### config.mk
export PLATFORM = sky130hd
export DESIGN_NAME = cursor_linked_list_table_top
export DESIGN_NICKNAME = d
export VERILOG_FILES = /design/src/clist_pkg.sv /design/src/clist_ctrl.sv /design/src/clist_dp.sv /design/src/cursor_linked_list_table_top.sv
export SDC_FILE = /design/constraint.sdc
export NUM_CORES = 2
export LEC_CHECK = 0
export BUFFER_PORTS_ARGS = -buffer_cell sky130_fd_sc_hd__clkbuf_2
export CORE_ASPECT_RATIO = 0.5
export CORE_UTILIZATION = 40
export DETAILED_ROUTE_END_ITERATION = 12
export GPL_TIMING_DRIVEN = 0
export HOLD_SLACK_MARGIN = 0.05
export PLACE_DENSITY = 0.57
export SLEW_MARGIN = 20
export SYNTH_ARGS = -nofsm -noshare
export SYNTH_HDL_FRONTEND = slang
export SYNTH_SLANG_ARGS = --single-unit
### constraint.sdc
create_clock -name clk -period 5.45 [get_ports clk]
set_input_delay 0.8175 -clock clk [delete_from_list [all_inputs] [get_ports clk]]
set_output_delay 0.8175 -clock clk [all_outputs]
set_load 0.02 [all_outputs]
### src/clist_pkg.sv
// Shared types and constants for the cursor linked list table.
// Holds command codes, status codes, controller states and the control struct.
package clist_pkg;

    localparam logic [2:0] CMD_INSERT = 3'd0;
    localparam logic [2:0] CMD_REMOVE = 3'd1;
    localparam logic [2:0] CMD_HEAD   = 3'd2;
    localparam logic [2:0] CMD_ADV    = 3'd3;
    localparam logic [2:0] CMD_READ   = 3'd4;

    localparam logic [1:0] ST_DONE       = 2'd0;
    localparam logic [1:0] ST_FULL       = 2'd1;
    localparam logic [1:0] ST_EMPTY      = 2'd2;

    typedef enum logic [5:0] {
        S_IDLE  = 6'b000001,
        S_RD1   = 6'b000010,
        S_RD2   = 6'b000100,
        S_WR1   = 6'b001000,
        S_WR2   = 6'b010000,
        S_OUT   = 6'b100000
    } state_t;

    typedef struct packed {
        logic load;
        logic rd1;
        logic rd2;
        logic wr1;
        logic wr2;
        logic rdv;
        logic fin;
    } ctrl_t;

endpackage

### src/clist_ctrl.sv
// Controller state machine for the cursor linked list table.
// Depends on clist_pkg; drives the datapath through a control struct.
module clist_ctrl (
    input  logic               clk,
    input  logic               rst_n,
    input  logic               start,
    output logic               busy,
    output clist_pkg::ctrl_t   ctrl
);
    import clist_pkg::*;

    state_t state_reg, state_next;

    always_comb
    begin
        state_next = state_reg;
        ctrl = '0;
        unique case (state_reg)
            S_IDLE:
            begin
                if (start)
                begin
                    ctrl.load  = 1'b1;
                    state_next = S_RD1;
                end
            end
            S_RD1:
            begin
                ctrl.rd1   = 1'b1;
                state_next = S_RD2;
            end
            S_RD2:
            begin
                ctrl.rd2   = 1'b1;
                state_next = S_WR1;
            end
            S_WR1:
            begin
                ctrl.wr1   = 1'b1;
                state_next = S_WR2;
            end
            S_WR2:
            begin
                ctrl.wr2   = 1'b1;
                ctrl.rdv   = 1'b1;
                state_next = S_OUT;
            end
            S_OUT:
            begin
                ctrl.fin   = 1'b1;
                state_next = S_IDLE;
            end
            default:
            begin
                state_next = S_IDLE;
            end
        endcase
    end

    always_ff @(posedge clk or negedge rst_n)
    begin
        if (!rst_n)
            state_reg <= S_IDLE;
        else
            state_reg <= state_next;
    end

    assign busy = (state_reg != S_IDLE);

    a_onehot: assert property (@(posedge clk) disable iff (!rst_n) $onehot(state_reg))
        else $error("state not one-hot");
    a_seq: assert property (@(posedge clk) disable iff (!rst_n)
        (state_reg == S_IDLE && start) |=> (state_reg == S_RD1))
        else $error("accept did not start sequence");
    a_fin: assert property (@(posedge clk) disable iff (!rst_n)
        ctrl.fin |=> !busy)
        else $error("not idle after finish");
endmodule

### src/clist_dp.sv
// Datapath for the cursor linked list table: link and value memories, pointers.
// Depends on clist_pkg; sequenced by clist_ctrl.
module clist_dp #(
    parameter int MAX_ENTRIES = 16,
    parameter int VALUE_BITS  = 32
) (
    input  logic                   clk,
    input  logic                   rst_n,
    input  clist_pkg::ctrl_t       ctrl,
    input  logic [2:0]             command,
    input  logic [31:0]            item_value,
    output logic                   done,
    output logic [31:0]            current_value,
    output logic                   current_valid,
    output logic [4:0]             element_count,
    output logic                   list_full,
    output logic [1:0]             status
);
    import clist_pkg::*;

    localparam int PW = $clog2(MAX_ENTRIES + 1);
    localparam int AW = $clog2(MAX_ENTRIES);
    localparam logic [PW-1:0] NUL = PW'(MAX_ENTRIES);

    logic [VALUE_BITS-1:0] val_mem [MAX_ENTRIES];
    logic [PW-1:0]         fwd_mem [MAX_ENTRIES];
    logic [PW-1:0]         bck_mem [MAX_ENTRIES];

    logic [PW-1:0] head_reg, tail_reg, cur_reg, cnt_reg;
    logic [2:0]    cmd_reg;
    logic [VALUE_BITS-1:0] in_reg;
    logic [1:0]    stat_reg;
    logic [PW-1:0] t_reg, p_reg, nx_reg, lp_reg, ln_reg;
    logic [VALUE_BITS-1:0] lv_reg, rv_reg;

    logic [PW-1:0] last;
    logic          cur_node;
    logic [PW-1:0] tsel;
    assign last     = cnt_reg - PW'(1);
    assign cur_node = cur_reg < cnt_reg;
    assign tsel     = cur_node ? cur_reg : tail_reg;

    // First phase reads the target (cursor or tail) and the last slot.
    always_ff @(posedge clk)
    begin
        if (ctrl.rd1)
        begin
            t_reg  <= tsel;
            p_reg  <= bck_mem[tsel[AW-1:0]];
            nx_reg <= fwd_mem[tsel[AW-1:0]];
            lp_reg <= bck_mem[last[AW-1:0]];
            ln_reg <= fwd_mem[last[AW-1:0]];
            lv_reg <= val_mem[last[AW-1:0]];
        end
    end

    logic full_w, empty_w;
    assign full_w  = cnt_reg == NUL;
    assign empty_w = cnt_reg == '0;

    // Neighbor links of the moved entry after the unlink step.
    logic [PW-1:0] lp_e, ln_e;
    assign lp_e = (lp_reg == t_reg) ? p_reg : lp_reg;
    assign ln_e = (ln_reg == t_reg) ? nx_reg : ln_reg;

    // Remove: derived pointers after unlink, before compaction.
    logic [PW-1:0] h1, tl1, c1, c2, h2, tl2;
    logic          mv;
    assign mv = t_reg != last;
    always_comb
    begin
        h1  = (p_reg == NUL) ? nx_reg : head_reg;
        tl1 = (nx_reg == NUL) ? p_reg : tail_reg;
        c1  = (nx_reg != NUL) ? nx_reg : tl1;
        h2  = h1;
        tl2 = tl1;
        c2  = c1;
        if (mv)
        begin
            if (lp_e == NUL) h2 = t_reg;
            if (ln_e == NUL) tl2 = t_reg;
            if (c1 == last) c2 = t_reg;
        end
    end

    logic ins_w, rem_w;
    assign ins_w = (cmd_reg == CMD_INSERT) && !full_w;
    assign rem_w = (cmd_reg == CMD_REMOVE) && !empty_w;

    // The value read sees the cursor and the slot contents as they stand after the command.
    logic [PW-1:0] rv_addr;
    assign rv_addr = rem_w ? c2 : cur_reg;

    always_ff @(posedge clk)
    begin
        if (ctrl.rdv)
            rv_reg <= (rem_w && mv && (c2 == t_reg)) ? lv_reg : val_mem[rv_addr[AW-1:0]];
    end

    always_ff @(posedge clk)
    begin
        if (ctrl.wr1 && ins_w)
        begin
            val_mem[cnt_reg[AW-1:0]] <= in_reg;
            if (empty_w)
            begin
                fwd_mem[cnt_reg[AW-1:0]] <= NUL;
                bck_mem[cnt_reg[AW-1:0]] <= NUL;
            end
            else if (!cur_node)
            begin
                fwd_mem[tail_reg[AW-1:0]] <= cnt_reg;
                bck_mem[cnt_reg[AW-1:0]] <= tail_reg;
                fwd_mem[cnt_reg[AW-1:0]] <= NUL;
            end
            else
            begin
                fwd_mem[cnt_reg[AW-1:0]] <= cur_reg;
                bck_mem[cnt_reg[AW-1:0]] <= p_reg;
                bck_mem[cur_reg[AW-1:0]] <= cnt_reg;
                if (p_reg != NUL) fwd_mem[p_reg[AW-1:0]] <= cnt_reg;
            end
        end
        else if (ctrl.wr1 && rem_w)
        begin
            if (p_reg != NUL) fwd_mem[p_reg[AW-1:0]] <= nx_reg;
            if (nx_reg != NUL) bck_mem[nx_reg[AW-1:0]] <= p_reg;
        end
        if (ctrl.wr2 && rem_w && mv)
        begin
            val_mem[t_reg[AW-1:0]] <= lv_reg;
            fwd_mem[t_reg[AW-1:0]] <= ln_e;
            bck_mem[t_reg[AW-1:0]] <= lp_e;
            if (lp_e != NUL) fwd_mem[lp_e[AW-1:0]] <= t_reg;
            if (ln_e != NUL) bck_mem[ln_e[AW-1:0]] <= t_reg;
        end
    end

    always_ff @(posedge clk or negedge rst_n)
    begin
        if (!rst_n)
        begin
            head_reg <= NUL;
            tail_reg <= NUL;
            cur_reg  <= NUL;
            cnt_reg  <= '0;
            cmd_reg  <= CMD_READ;
            stat_reg <= ST_DONE;
            in_reg   <= '0;
        end
        else
        begin
            if (ctrl.load)
            begin
                cmd_reg <= command;
                in_reg  <= VALUE_BITS'(item_value);
            end
            if (ctrl.rd2)
            begin
                stat_reg <= ST_DONE;
                unique case (cmd_reg)
                    CMD_INSERT: if (full_w) stat_reg <= ST_FULL;
                    CMD_REMOVE: if (empty_w) stat_reg <= ST_EMPTY;
                    CMD_HEAD:   cur_reg <= (head_reg < cnt_reg) ? head_reg : NUL;
                    CMD_ADV:
                        if (cur_node)
                            cur_reg <= (nx_reg < cnt_reg) ? nx_reg : NUL;
                    default: ;
                endcase
            end
            if (ctrl.wr1 && ins_w)
            begin
                cnt_reg <= cnt_reg + PW'(1);
                if (empty_w)
                begin
                    head_reg <= cnt_reg;
                    tail_reg <= cnt_reg;
                end
                else if (!cur_node)
                    tail_reg <= cnt_reg;
                else if (p_reg == NUL)
                    head_reg <= cnt_reg;
            end
            if (ctrl.wr2 && rem_w)
            begin
                cnt_reg <= last;
                if (last == '0)
                begin
                    head_reg <= NUL;
                    tail_reg <= NUL;
                    cur_reg  <= NUL;
                end
                else
                begin
                    head_reg <= h2;
                    tail_reg <= tl2;
                    cur_reg  <= c2;
                end
            end
        end
    end

    logic valid_w;
    assign valid_w       = cur_reg < cnt_reg;
    assign done          = ctrl.fin;
    assign current_valid = ctrl.fin & valid_w;
    assign current_value = (ctrl.fin && valid_w) ? 32'(rv_reg) : 32'd0;
    assign element_count = 5'(cnt_reg);
    assign list_full     = full_w;
    assign status        = stat_reg;

    a_cnt: assert property (@(posedge clk) disable iff (!rst_n) cnt_reg <= NUL)
        else $error("count beyond capacity");
    a_empty: assert property (@(posedge clk) disable iff (!rst_n)
        (cnt_reg == '0) |-> (head_reg == NUL && tail_reg == NUL && cur_reg == NUL))
        else $error("empty list with live pointers");
    a_ht: assert property (@(posedge clk) disable iff (!rst_n)
        (cnt_reg != '0) |-> (head_reg < cnt_reg && tail_reg < cnt_reg))
        else $error("head or tail outside used slots");
endmodule

### src/cursor_linked_list_table_top.sv
// Top level of the cursor linked list table.
// Depends on clist_pkg, clist_ctrl and clist_dp.
//
//  channel  | handshake         | payload
//  command  | start / busy      | command, item_value
//  result   | done (strobe)     | current_value, current_valid, element_count,
//           |                   | list_full, status
//
// Every command passes through the accepting cycle, two read phases, two
// write phases and the result cycle, in that order. The result strobe is high
// in the result cycle and the next command can be accepted in the cycle after
// it. The phases are set by the link reads and link updates of a remove. Reset
// clears the pointers and count at once; no clearing pass. The receiver cannot
// stall the result.
module cursor_linked_list_table_top #(
    parameter int MAX_ENTRIES = 16,
    parameter int VALUE_BITS  = 32
) (
    input  logic        clk,
    input  logic        rst_n,
    input  logic        start,
    output logic        busy,
    input  logic [2:0]  command,
    input  logic [31:0] item_value,
    output logic        done,
    output logic [31:0] current_value,
    output logic        current_valid,
    output logic [4:0]  element_count,
    output logic        list_full,
    output logic [1:0]  status
);
    import clist_pkg::*;

    ctrl_t ctrl;

    clist_ctrl u_ctrl (
        .clk   (clk),
        .rst_n (rst_n),
        .start (start),
        .busy  (busy),
        .ctrl  (ctrl)
    );

    clist_dp #(
        .MAX_ENTRIES (MAX_ENTRIES),
        .VALUE_BITS  (VALUE_BITS)
    ) u_dp (
        .clk           (clk),
        .rst_n         (rst_n),
        .ctrl          (ctrl),
        .command       (command),
        .item_value    (item_value),
        .done          (done),
        .current_value (current_value),
        .current_valid (current_valid),
        .element_count (element_count),
        .list_full     (list_full),
        .status        (status)
    );
endmodule
==> run metrics <==
initial core utilization 0.4054; final setup fails 0; Hold Vio Cnt, Final 0; Worst Path Max Fanout 10; Simple-Gate Fraction of Synth Area 0.08584; Area Growth Syn to Fin 14.80%; clk sinks 824; final worst slack 0.08975 ns; nets@finish 3303; WL/cell 32.25 um; Placer Congestion 0.9834; Die ar. 0.1058 mm2; Final ANT Viol Nets 0; power share of the sequential group 0.345; M1 GR Usage 0.3813; GRT Total Usage 0.2848; combinational power share 0.405; Post-synth EDFFs 761; Yosys cell types 80; H-tree levels 3; post-synthesis compound-gate area fraction 0.08812; commonest non-fill, non-tap cells in the layout edfxtp_1, nand2_1, mux4_2; 1st-pass router iterations 8; Skew-Pair Late Insertion Delay 0.70 ns; Die Height 230.5 um; largest family of logic cells by synthesized area multiplexers; fmax 186.6 MHz; FP Rows 83; synthesized flop and latch total 824; Pins Over Slew Limit 0; switching pwr 0.009050 W; GRT Residual Overflow 0; adder-cell share of the synthesized area 0.004494; peak supply drop 0.0002909 V; CTS buffer count 79; Placement Cell Area 0.04500 mm2; Avg Cell Area, Syn 13.73 um2; post-synthesis mux area share 0.1994; CTS tree built; GR peak layer met2; most used cell, CP clkbuf_2; final instance area 0.04794 mm2; Via density 6.417; post-synthesis cell count 3042; grt met3 use 0.06926; total power 0.02345 W; run status completed; critical path depth 10; Die X-Extent 458.9 um; initial antenna violation count 3; commonest non-fill, non-tap cell in the layout edfxtp_1; Top FF cell, synth edfxtp_1; GR Util met2 0.4459; WL final 152.1 mm; Worst Tran Pin Value 1.189 ns; DR iter-0 viols 4323; clock network power share 0.250; port bufs 80; WS Path Type reg2out; asr flop ratio synth 0.07646; Total Negative Setup Slacks 0 ns; core area 0.1030 mm2; Tmin final 5.360 ns; I/O pins 81; max incr delay on CP 0.68 ns; worst path buffer plus inverter count 5; FILL cells 9147; post-detail-place hpwl 107.1 mm; Synthesized Nets 3095; PwrDens 489.1 mW/mm2; Worst-path clk slew 0.07 ns; Root Driver clkbuf_16; crit path cell chain clkbuf_1 > inv_1 > ha_1 > a21oi_1 > o21ai_0 > buf_2 > nor2b_2 > clkbuf_2 > and2_1 > clkbuf_2; RSZ-0062 raised after global routing no; Lkg Pwr 17.14 nW; maxcap violations 0; critical path required time 4.63 ns; Int Power 0.01440 W; setup slack at placement -2.247 ns; Worst Path Arrival 4.54 ns; Syn Std Cell Area 0.04176 mm2; slew margin rel. 0.2076; Seq/Total Area, Yosys 0.5851; critical path's slowest cell nor2b_2; drt drc 0; max reg flops 512; fin crit share 0.9835; Core Util, Final 0.4654; Clock Path Buffers 3; clk_skew 0.03494 ns; Startpoint Class flop; hold_buf cts 0; DR vias 30270; CP top delay family buffers and inverters; post-synthesis xor/xnor area fraction 0.008599; layout cells sized above 1 0.2173; first-pass GRT wire length 214.7 mm; R2R depth 16; vias in the first global route 29680; crit end category output port; type of the most critical hold path in2async; largest net degree at the start of global routing 45; net switching share of the total power 0.3859; Yosys Warn Count 0
path summary, 6_finish.rpt:
check	from	end	slack, ns
worst min register to register	u_dp.in_reg[30]	u_dp.in_reg[30]	0.48
worst min-delay path	rst_n	u_dp.in_reg[26]	0.08
min in group clk	command[2]	u_dp.cmd_reg[2]	0.31
worst max-delay path	u_dp.element_count[4]	current_value[15]	0.09
worst max register to register	u_dp.element_count[0]	u_dp.val_mem[1][11]	0.15
max in group asynchronous	rst_n	u_dp.tail_reg[4]	4.65
cell usage after synthesis (50+ instances only):
cell type / number / area share
edfxtp_1: 761 / 0.55
nand2_1: 487 / 0.044
and3_1: 50 / 0.0075
a31oi_1: 55 / 0.0082
a21oi_1: 221 / 0.026
o21ai_0: 59 / 0.0071
mux4_2: 250 / 0.13
dfrtp_1: 58 / 0.035
clkbuf_1: 143 / 0.013
mux2i_1: 247 / 0.059
a221oi_1: 64 / 0.013
buf_2: 59 / 0.0071
nor2_1: 111 / 0.010
stage by stage:
step	hold slack, ns	instances
finish	0.08141	4717
global route	0.08267	4716
CTS	0.06260	4711
detailed placement	0.4649	4563
global placement	0.4648	4524
floorplan	0.4455	3042
timing repair:
| action | CTS | global route |
|---|---|---|
| gates resized for setup | 30 | 40 |
| buffers inserted | 5 | 5 |
| endpoints found under the setup margin | 1432 | 826 |
| pin swaps | 2 | 5 |
power groups by stage:
stage | Sequential, W | Clock (W) | Combinational [W]
finish | 0.00808 | 0.00586 | 0.00951
global route | 0.00810 | 0.00612 | 0.00983
CTS | 0.00807 | 0.00589 | 0.00924
detailed placement | 0.00821 | 0 | 0.00916
global placement | 0.00821 | 0 | 0.00897
floorplan | 0.00812 | 0 | 0.00563
routing by layer:
metal	wire length, um	up-vias
met5	33	-
met4	6624	4
met3	16320	418
met2	69310	1926
met1	59840	15600
li1	-	12330
cell type report:
class                           instances  area, um2  share of cell area
Inverter                               24      90.09            0.001879
Antenna cell                            1      2.502          0.00005220
Timing Repair Buffer                  129       1394             0.02907
Buffer                                246       1166             0.02432
Clock buffer                           99       2125             0.04432
Sequential cell                       824      24430              0.5097
Clock inverter                         46      548.0             0.01143
Multi-Input combinational cell       1946      16430              0.3427
Tap cell                             1402       1754             0.03659
kinds of logic (layout without fill, tap and decap cells):
logic type,after synthesis,in the layout
buffers and inverters,272,544
adder cells (fa/ha/maj),15,15
other,0,1
flip-flops,824,824
AND/OR/NAND/NOR,805,805
multiplexers,516,516
XOR/XNOR,36,36
AO/OA/AOI/OAI,574,574
Note: power is estimated with default switching activity, not from simulation.
